<file path="config.mk">
export PLATFORM = sky130hd
export DESIGN_NAME = rpc_frame_deframer_top
export DESIGN_NICKNAME = d
export VERILOG_FILES = /design/src/rtl/rfd_pkg.sv /design/src/rtl/rfd_parser.sv /design/src/rtl/rfd_queue.sv /design/src/rtl/rpc_frame_deframer_top.sv
export SDC_FILE = /design/constraint.sdc
export NUM_CORES = 2
export LEC_CHECK = 0
export BUFFER_PORTS_ARGS = -buffer_cell sky130_fd_sc_hd__clkbuf_2
export CAP_MARGIN = 20
export CORE_MARGIN = 8
export CORE_UTILIZATION = 45
export CTS_CLUSTER_DIAMETER = 80
export DETAILED_ROUTE_END_ITERATION = 7
export HOLD_SLACK_MARGIN = 0.1
export PLACE_DENSITY = 0.63
export SYNTH_ARGS = -nofsm -noshare
export SYNTH_HDL_FRONTEND = slang
export SYNTH_SLANG_ARGS = --single-unit
</file>
<file path="constraint.sdc">
create_clock -name i_clk -period 16.2 [get_ports i_clk]
set_input_delay 1.62 -clock i_clk [delete_from_list [all_inputs] [get_ports i_clk]]
set_output_delay 1.62 -clock i_clk [all_outputs]
set_load 0.005 [all_outputs]
</file>
<file path="src/rtl/rfd_pkg.sv">
// Package: shared types and constants for the RPC frame deframer.
`timescale 1ns / 1ps
`default_nettype none
package rfd_pkg;
    localparam int HeaderBytes = 24;
    localparam logic [31:0] ExtMagic = 32'h4d455441;
    localparam logic [15:0] ExtVersion = 16'd1;
    localparam int QDepth = 2;

    typedef enum logic [2:0] {
        K_FRAMING = 3'd0, K_SERVICE = 3'd1, K_METHOD = 3'd2, K_ERRTEXT = 3'd3,
        K_TRACE = 3'd4, K_SERIAL = 3'd5, K_PAYLOAD = 3'd6, K_DISCARD = 3'd7
    } t_kind;

    typedef enum logic [1:0] {
        ST_BUSY = 2'd0, ST_DONE = 2'd1, ST_ERROR = 2'd2
    } t_status;

    localparam logic [2:0] CFG_MAGIC = 3'd0;
    localparam logic [2:0] CFG_VERSION = 3'd1;
    localparam logic [2:0] CFG_TYPE = 3'd2;
    localparam logic [2:0] CFG_LAYOUT = 3'd3;
    localparam logic [2:0] CFG_MAX = 3'd4;

    typedef enum logic [16:0] {
        PH_HDR      = 17'h00001,
        PH_SVC_LEN  = 17'h00002,
        PH_SVC_STR  = 17'h00004,
        PH_MTH_LEN  = 17'h00008,
        PH_MTH_STR  = 17'h00010,
        PH_ECODE    = 17'h00020,
        PH_EMSG_LEN = 17'h00040,
        PH_EMSG_STR = 17'h00080,
        PH_EXT_HDR  = 17'h00100,
        PH_EXT_WIDE = 17'h00200,
        PH_EXT_ATT  = 17'h00400,
        PH_TRC_LEN  = 17'h00800,
        PH_TRC_STR  = 17'h01000,
        PH_SER_LEN  = 17'h02000,
        PH_SER_STR  = 17'h04000,
        PH_BODY     = 17'h08000,
        PH_OPT      = 17'h10000
    } t_phase;

    typedef struct packed {
        logic [7:0]  data;
        logic [2:0]  kind;
        logic        last;
        logic [1:0]  status;
        logic [63:0] frame_id;
        logic [31:0] resp_code;
        logic [63:0] tmo_val;
        logic [31:0] attempt;
        logic [63:0] cost_val;
        logic        has_ext;
        logic        ser_default;
    } t_result;
endpackage
`default_nettype wire

</file>
<file path="src/rtl/rfd_parser.sv">
// Front part: per-byte frame parser producing one tagged result per byte.
`timescale 1ns / 1ps
`default_nettype none
module rfd_parser
    import rfd_pkg::*;
(
    input  wire logic        i_clk,
    input  wire logic        i_rst_n,
    input  wire logic        i_cfg_we,
    input  wire logic [2:0]  i_cfg_index,
    input  wire logic [31:0] i_cfg_data,
    input  wire logic        i_valid,
    input  wire logic [7:0]  i_byte,
    output t_result          o_result
);
    logic [31:0] r_magic, r_max;
    logic [15:0] r_version, r_type;
    logic        r_layout;

    t_phase      r_phase, n_phase;
    logic [31:0] r_cnt, n_cnt, r_meta, n_meta, r_body, n_body;
    logic [63:0] r_word, n_word, r_rid, n_rid, r_wide, n_wide;
    logic [31:0] r_ecode, n_ecode, r_att, n_att;
    logic [2:0]  r_flags, n_flags;
    logic        r_err, n_err;

    always_ff @(posedge i_clk) begin
        if (!i_rst_n) begin
            r_magic <= '0; r_version <= 16'd1; r_type <= '0;
            r_layout <= 1'b0; r_max <= 32'd16777216;
        end else if (i_cfg_we) begin
            case (i_cfg_index)
                CFG_MAGIC:   r_magic <= i_cfg_data;
                CFG_VERSION: r_version <= i_cfg_data[15:0];
                CFG_TYPE:    r_type <= i_cfg_data[15:0];
                CFG_LAYOUT:  r_layout <= i_cfg_data[0];
                CFG_MAX:     r_max <= i_cfg_data;
                default: ;
            endcase
        end
    end

    always_comb begin
        logic        resp, fin;
        logic [31:0] c, w, len, need;
        t_phase      tgt, nxt;
        logic        do_enter, do_str;
        n_phase = r_phase; n_cnt = r_cnt; n_meta = r_meta; n_body = r_body;
        n_word = r_word; n_rid = r_rid; n_wide = r_wide; n_ecode = r_ecode;
        n_att = r_att; n_flags = r_flags; n_err = r_err;
        resp = r_flags[2];
        o_result = '0;
        o_result.data = i_byte;
        c = '0; w = '0; len = '0; need = '0; tgt = PH_HDR; nxt = PH_HDR;
        do_enter = 1'b0; do_str = 1'b0; fin = 1'b0;
        if (r_err) begin
            o_result.kind = K_DISCARD;
            o_result.status = ST_ERROR;
        end else begin
            case (r_phase)
                PH_HDR: begin
                    if (r_cnt == '0) begin
                        n_rid = '0; n_ecode = '0; n_wide = '0; n_att = '0;
                        n_meta = '0; n_body = '0;
                        n_flags = {r_layout, 2'b00};
                        resp = r_layout;
                        n_word = {56'd0, i_byte};
                    end else begin
                        n_word = {r_word[55:0], i_byte};
                    end
                    c = r_cnt + 32'd1;
                    n_cnt = c;
                    w = n_word[31:0];
                    if (c == 32'd4 && w != r_magic) n_err = 1'b1;
                    else if (c == 32'd6 && w[15:0] != r_version) n_err = 1'b1;
                    else if (c == 32'd8 && w[15:0] != r_type) n_err = 1'b1;
                    else if (c == 32'd16) n_rid = n_word;
                    else if (c == 32'd20) begin
                        n_meta = w;
                        if (w > r_max) n_err = 1'b1;
                    end else if (c >= 32'(HeaderBytes)) begin
                        n_body = w;
                        if (w > r_max - r_meta) n_err = 1'b1;
                        else begin
                            do_enter = 1'b1;
                            tgt = resp ? PH_ECODE : PH_SVC_LEN;
                        end
                    end
                end
                PH_SVC_STR, PH_MTH_STR, PH_EMSG_STR, PH_TRC_STR, PH_SER_STR: begin
                    case (r_phase)
                        PH_SVC_STR:  o_result.kind = K_SERVICE;
                        PH_MTH_STR:  o_result.kind = K_METHOD;
                        PH_EMSG_STR: o_result.kind = K_ERRTEXT;
                        PH_TRC_STR:  o_result.kind = K_TRACE;
                        default:     o_result.kind = K_SERIAL;
                    endcase
                    if (r_meta != '0) n_meta = r_meta - 32'd1;
                    if (r_cnt != '0) n_cnt = r_cnt - 32'd1;
                    if (n_cnt == '0) begin
                        o_result.last = 1'b1;
                        do_enter = 1'b1;
                        case (r_phase)
                            PH_SVC_STR: tgt = PH_MTH_LEN;
                            PH_TRC_STR: tgt = PH_SER_LEN;
                            PH_SER_STR: tgt = PH_BODY;
                            default:    tgt = PH_OPT;
                        endcase
                    end
                end
                PH_BODY: begin
                    o_result.kind = K_PAYLOAD;
                    if (r_body != '0) n_body = r_body - 32'd1;
                    if (n_body == '0) begin
                        o_result.last = 1'b1;
                        do_enter = 1'b1; tgt = PH_BODY;
                    end
                end
                default: begin
                    if (r_meta != '0) n_meta = r_meta - 32'd1;
                    n_word = {r_word[55:0], i_byte};
                    c = r_cnt + 32'd1;
                    n_cnt = c;
                    w = n_word[31:0];
                    len = w;
                    case (r_phase)
                        PH_SVC_LEN: if (c == 32'd4) begin
                            do_str = 1'b1; tgt = PH_SVC_STR; nxt = PH_MTH_LEN;
                        end
                        PH_MTH_LEN: if (c == 32'd4) begin
                            do_str = 1'b1; tgt = PH_MTH_STR; nxt = PH_OPT;
                        end
                        PH_ECODE: if (c == 32'd4) begin
                            n_ecode = w; do_enter = 1'b1; tgt = PH_EMSG_LEN;
                        end
                        PH_EMSG_LEN: if (c == 32'd4) begin
                            do_str = 1'b1; tgt = PH_EMSG_STR; nxt = PH_OPT;
                        end
                        PH_EXT_HDR: begin
                            if (c == 32'd4 && w != ExtMagic) n_err = 1'b1;
                            else if (c == 32'd6) begin
                                if (w[15:0] != ExtVersion) n_err = 1'b1;
                                else begin
                                    n_flags[0] = 1'b1;
                                    do_enter = 1'b1; tgt = PH_EXT_WIDE;
                                end
                            end
                        end
                        PH_EXT_WIDE: if (c == 32'd8) begin
                            n_wide = n_word; do_enter = 1'b1;
                            tgt = resp ? PH_TRC_LEN : PH_EXT_ATT;
                        end
                        PH_EXT_ATT: if (c == 32'd4) begin
                            n_att = w; do_enter = 1'b1; tgt = PH_TRC_LEN;
                        end
                        PH_TRC_LEN: if (c == 32'd4) begin
                            do_str = 1'b1; tgt = PH_TRC_STR; nxt = PH_SER_LEN;
                        end
                        PH_SER_LEN: if (c == 32'd4) begin
                            if (w != n_meta) n_err = 1'b1;
                            else begin
                                if (w != '0) n_flags[1] = 1'b1;
                                do_str = 1'b1; tgt = PH_SER_STR; nxt = PH_BODY;
                            end
                        end
                        default: begin
                            do_enter = 1'b1; tgt = PH_HDR;
                        end
                    endcase
                end
            endcase

            if (do_str) begin
                if (len > n_meta) n_err = 1'b1;
                else if (len == '0) begin
                    do_enter = 1'b1; tgt = nxt;
                end else begin
                    n_phase = tgt; n_cnt = len; n_word = '0;
                end
            end
            if (do_enter) begin
                n_cnt = '0; n_word = '0;
                if (tgt == PH_OPT) tgt = (n_meta == '0) ? PH_BODY : PH_EXT_HDR;
                n_phase = tgt;
                case (tgt)
                    PH_EXT_HDR:  need = 32'd6;
                    PH_EXT_WIDE: need = 32'd8;
                    PH_SVC_LEN, PH_MTH_LEN, PH_ECODE, PH_EMSG_LEN,
                    PH_EXT_ATT, PH_TRC_LEN, PH_SER_LEN: need = 32'd4;
                    default: need = '0;
                endcase
                if (tgt == PH_BODY && n_body == '0) n_phase = PH_HDR;
                if (n_meta < need) n_err = 1'b1;
            end

            fin = (n_phase == PH_HDR) && (n_cnt == '0);
            if (n_err) o_result.status = ST_ERROR;
            else if (fin) begin
                o_result.status = ST_DONE;
                o_result.frame_id = n_rid;
                if (resp) begin
                    o_result.resp_code = n_ecode;
                    o_result.cost_val = n_wide;
                end else begin
                    o_result.tmo_val = n_wide;
                    o_result.attempt = n_att;
                end
                o_result.has_ext = n_flags[0];
                o_result.ser_default = ~n_flags[1];
            end
        end
    end

    always_ff @(posedge i_clk) begin
        if (!i_rst_n) begin
            r_phase <= PH_HDR; r_cnt <= '0; r_meta <= '0; r_body <= '0;
            r_word <= '0; r_rid <= '0; r_wide <= '0; r_ecode <= '0;
            r_att <= '0; r_flags <= '0; r_err <= 1'b0;
        end else if (i_valid) begin
            r_phase <= n_phase; r_cnt <= n_cnt; r_meta <= n_meta; r_body <= n_body;
            r_word <= n_word; r_rid <= n_rid; r_wide <= n_wide; r_ecode <= n_ecode;
            r_att <= n_att; r_flags <= n_flags; r_err <= n_err;
        end
    end
endmodule
`default_nettype wire

</file>
<file path="src/rtl/rfd_queue.sv">
// Back part: small result queue between the parser and the output channel.
`timescale 1ns / 1ps
`default_nettype none
module rfd_queue
    import rfd_pkg::*;
#(
    parameter int Depth = QDepth
) (
    input  wire logic    i_clk,
    input  wire logic    i_rst_n,
    input  wire logic    i_push,
    input  wire t_result i_data,
    output logic         o_full,
    output logic         o_valid,
    input  wire logic    i_stall,
    output t_result      o_data
);
    localparam int Aw = (Depth > 1) ? $clog2(Depth) : 1;
    t_result        r_mem [Depth];
    logic [Aw-1:0]  r_wp, r_rp;
    logic [Aw:0]    r_count;
    logic           pop;

    assign pop = o_valid && !i_stall;
    assign o_valid = (r_count != '0);
    assign o_full = (r_count == (Aw+1)'(Depth));
    assign o_data = r_mem[r_rp];

    always_ff @(posedge i_clk) begin
        if (i_push) r_mem[r_wp] <= i_data;
    end

    always_ff @(posedge i_clk) begin
        if (!i_rst_n) begin
            r_wp <= '0; r_rp <= '0; r_count <= '0;
        end else begin
            if (i_push) r_wp <= (r_wp == Aw'(Depth - 1)) ? '0 : r_wp + 1'b1;
            if (pop) r_rp <= (r_rp == Aw'(Depth - 1)) ? '0 : r_rp + 1'b1;
            r_count <= r_count + (Aw+1)'(i_push) - (Aw+1)'(pop);
        end
    end
endmodule
`default_nettype wire

</file>
<file path="src/rtl/rpc_frame_deframer_top.sv">
// Top level: RPC frame deframer, parser front end feeding a result queue.
//   channel | direction | handshake        | payload
//   in      | input     | i_valid/o_stall  | i_data_byte
//   out     | output    | o_valid/i_stall  | o_out_byte .. o_serializer_default
//   cfg     | input     | i_cfg_we         | i_cfg_index, i_cfg_data
// One byte per cycle while o_stall is low; each byte is parsed in the cycle it is accepted.
// Each result is written into a result queue (two entries by default) when its byte is accepted.
// o_stall rises only while the queue is full; the input side runs freely otherwise.
// Reset is synchronous; errors stay sticky until reset.
`timescale 1ns / 1ps
`default_nettype none
module rpc_frame_deframer_top
    import rfd_pkg::*;
#(
    parameter int QueueDepth = QDepth
) (
    input  wire logic        i_clk,
    input  wire logic        i_rst_n,
    input  wire logic        i_cfg_we,
    input  wire logic [2:0]  i_cfg_index,
    input  wire logic [31:0] i_cfg_data,
    input  wire logic        i_valid,
    output logic             o_stall,
    input  wire logic [7:0]  i_data_byte,
    output logic             o_valid,
    input  wire logic        i_stall,
    output logic [7:0]       o_out_byte,
    output logic [2:0]       o_byte_kind,
    output logic             o_field_last,
    output logic [1:0]       o_frame_status,
    output logic [63:0]      o_request_id,
    output logic [31:0]      o_error_code,
    output logic [63:0]      o_timeout_ms,
    output logic [31:0]      o_attempt,
    output logic [63:0]      o_server_cost_us,
    output logic             o_has_extension,
    output logic             o_serializer_default
);
    t_result res, q;
    logic    full, acc;

    assign o_stall = full;
    assign acc = i_valid && !full;

    rfd_parser u_parser (
        .i_clk, .i_rst_n, .i_cfg_we, .i_cfg_index, .i_cfg_data,
        .i_valid(acc), .i_byte(i_data_byte), .o_result(res)
    );

    rfd_queue #(.Depth(QueueDepth)) u_queue (
        .i_clk, .i_rst_n, .i_push(acc), .i_data(res), .o_full(full),
        .o_valid, .i_stall, .o_data(q)
    );

    assign o_out_byte = q.data;
    assign o_byte_kind = q.kind;
    assign o_field_last = q.last;
    assign o_frame_status = q.status;
    assign o_request_id = q.frame_id;
    assign o_error_code = q.resp_code;
    assign o_timeout_ms = q.tmo_val;
    assign o_attempt = q.attempt;
    assign o_server_cost_us = q.cost_val;
    assign o_has_extension = q.has_ext;
    assign o_serializer_default = q.ser_default;
endmodule
`default_nettype wire

</file>
==> results.tsv <==
stage	metric	value	unit
run_status	outcome	finished clean	
hold_path	hold_path_class	reg -> reg	
logic_synthesis	yosysWarnings	0	
critical_path	crit_path_end_kind	flop	
timing	worst_slack	5260	ps
timing	hold_viol_final	0	
logic_synthesis	ys_ff_latch	1011	
timing	worst_pin_slew	1310	ps
logic_synthesis	ys_seq_area_share	46.9	%
global_route	grt_usage	31.3	%
logic_synthesis	synth.area.top_cells	edfxtp_1 30%, dfxtp_1 17%, mux2_2 5.7%	
timing	fin_setup_tns	0	ps
clocking	cts.sinks	1011	
global_route	grt_pass1_vias	45239	
logic_synthesis	mappedNetlistArea	54800	um2
floorplan	floorplan.initialDensity	45.2	%
global_route	grt_max_degree	199	
critical_path	crit_type	reg -> reg	
routing	wl_per_cell	29.2	um
routing	drt_iter0_markers	6266	
routing	vias	47908	
final_layout	layout-drive-gt1-share	18.3	%
clocking	cts_setup_buffers	0	
critical_path	arrival	11320	ps
final_layout	fin_nets	5953	
timing	slew_headroom	12.6	%
clocking	htree_num_levels	3	
logic_synthesis	synth.most_common_cell	nor2_1	
timing	fmax	91.4	MHz
critical_path	critPathSlowestCell	a221oi_1	
logic_synthesis	avgSynthCellArea	9.61	um2
final_layout	syn_to_final_growth	11.7	%
critical_path	cpPeakStageDelay	850	ps
clocking	clock_latency	740	ps
critical_path	crit_required	16580	ps
logic_synthesis	synth_top_area_share	29.8	%
power_and_ir_drop	power_density	139	nW/um2
floorplan	die_area	133000	um2
floorplan	core-area	121000	um2
placed_design	portBuffers	321	
job	drv_cap	0	
clocking	hold_buffers	0	
routing	vias_per_cell	6.40	
timing	final.min_clock_period	10940	ps
timing	finalSetupViolations	0	
power_and_ir_drop	ir_drop	0.000103	V
routing	final_antenna_net_count	0	
placed_design	pre_cts_slack	5610	ps
floorplan	row_count	128	
logic_synthesis	syn_inst	5701	
logic_synthesis	synth_common_cells	606 x nor2_1, 544 x edfxtp_1, 467 x dfxtp_1	
logic_synthesis	synthDistinctLibCells	100	
placed_design	place_congestion	1.03	
critical_path	worst-path-max-fanout	69	
timing	rsz0062_at_grt	no	
global_route	grt_antenna_before_repair	9	
clocking	clk_path_buf_depth	3	
timing	clock_skew	66.9	ps
floorplan	die_x	365	um
routing	drt_first_pass_iters	8	
clocking	numCtsBuffers	107	
final_layout	fin_util	50.5	%
routing	drc	0	
timing	drv_slew	0	
critical_path	startpoint_type	flop	
global_route	grt_pass1_wl	314	mm
logic_synthesis	synthArstFlopShare	0	%
power_and_ir_drop	leakage	22.4	nW
routing	wirelength	218	mm
logic_synthesis	synth_top_cell_by_area	edfxtp_1	
logic_synthesis	synth_edf_count	544	
placed_design	dp_hpwl	147	mm
floorplan	die_y	365	um
timing	timing.hold.ws	456	ps
clocking	cts_tree	built	
logic_synthesis	syn_nets	5889	
floorplan	io_pins	322	
global_route	grt_overflow	0	
clocking	cts-root-buf	clkbuf_16	
final_layout	fillers	11252	
clocking	cts_resized	0	
timing	fin_crit_sh	67.5	%
clocking	clkTransAtPathRegs	60	ps
logic_synthesis	ys.flop_type	edfxtp_1	
## flip-flops by register name (all words and copies together) (netlist names), 56 cells and up, named ones only
signal,count
u_queue.r_mem,544
u_parser.r_rid,64
u_parser.r_wide,64
u_parser.r_word,56
## power breakdown
part           internal (W)  switching [W]
logic              0.000903        0.00201
registers           0.00294       0.000137
clock network       0.00140        0.00108
total               0.00525        0.00323
## cell usage in the layout, fill, tap and decap left out, types with 13 or more instances in the layout
cell type / Yosys / routed
xor2_1: 58 / 58
o31ai_1: 14 / 13
nand2_1: 454 / 448
o32ai_1: 16 / 16
clkbuf_1: 422 / 36
a211oi_1: 76 / 76
o21ai_0: 123 / 123
a22oi_1: 327 / 327
nand3_1: 119 / 118
and2_1: 29 / 27
mux2_2: 277 / 277
nor3_2: 101 / 102
buf_4: 7 / 126
edfxtp_1: 544 / 544
and3_1: 159 / 158
and4_1: 29 / 28
or2_2: 15 / 15
nor3_1: 214 / 212
nor4_1: 84 / 83
nor2_1: 606 / 597
a21o_1: 37 / 37
nor2b_1: 28 / 28
a31oi_1: 71 / 71
nand4_1: 101 / 101
clkbuf_16: 0 / 108
clkbuf_8: 0 / 16
xnor2_1: 113 / 113
nor3b_1: 13 / 13
or4_1: 40 / 40
nor4bb_1: 13 / 13
dfxtp_1: 467 / 466
clkbuf_2: 0 / 324
o21a_1: 17 / 17
ha_1: 139 / 139
or3_1: 60 / 60
o211ai_1: 15 / 15
mux2i_1: 43 / 43
inv_1: 125 / 124
a21oi_1: 385 / 384
nand2b_1: 27 / 26
## metrics by stage
| step | instances | instance area [um2] | power (W) |
|---|---|---|---|
| floorplan | 5701 | 54800 | 0.00495 |
| global placement | 7276 | 57500 | 0.00599 |
| detailed placement | 7279 | 57600 | 0.00598 |
| CTS | 7483 | 61100 | 0.00846 |
| global route | 7486 | 61200 | 0.00879 |
| finish | 7487 | 61200 | 0.00847 |
## area by class of cell
cell class                      count  area (um2)  share of cell area (%)
Multi-Input combinational cell   4064       26700                    43.6
Antenna cell                        2        5.00                 0.00818
Inverter                          127         484                   0.791
Sequential cell                  1011       25700                    42.0
Clock buffer                      163        3070                    5.02
Clock inverter                     41         510                   0.834
Timing Repair Buffer              454        2690                    4.39
Tap cell                         1625        2030                    3.32
## critical path: cells and delay by family (launching register included)
kind | cells | cell delay [ps]
and+or+nand+nor | 10 | 2560
adders and majority gates | 3 | 1100
AOI/OAI and AO/OA | 12 | 4490
buffers and inverters | 3 | 1650
DFF | 1 | 700
## layer usage
layer  up-vias  share of wire (%)  GRT usage, %
met1     23480                 40          41.2
li1      21322                  -             -
met3       594                9.2          6.12
met4         2                6.0          15.7
met2      2510                 45          49.2
met5         -             0.0069             0
## kinds of logic after synthesis
family | count (synthesis) | share of synthesized area, %
AND/OR/NAND/NOR | 2154 | 20.4
AO/OA/AOI/OAI | 1278 | 15.6
flip-flops | 1011 | 46.9
buffers and inverters | 626 | 4.68
multiplexers | 320 | 6.48
XOR/XNOR | 172 | 2.78
adder cells (fa/ha/maj) | 140 | 3.21
## worst paths after layout
kind                                          start                                 to  slack [ps]  cells past startpoint
setup reg to reg     u_parser.r_cnt[1]$_SDFFE_PN0P_    u_queue.r_mem[0][203]$_DFFE_PP_        5260                     28
setup / recovery     u_parser.r_cnt[1]$_SDFFE_PN0P_    u_queue.r_mem[0][203]$_DFFE_PP_        5260                     28
hold / removal    u_parser.r_magic[21]$_SDFFE_PN0P_  u_parser.r_magic[21]$_SDFFE_PN0P_         460                      2
hold reg to reg   u_parser.r_magic[21]$_SDFFE_PN0P_  u_parser.r_magic[21]$_SDFFE_PN0P_         460                      2
Power figures use the tool's default switching activity.
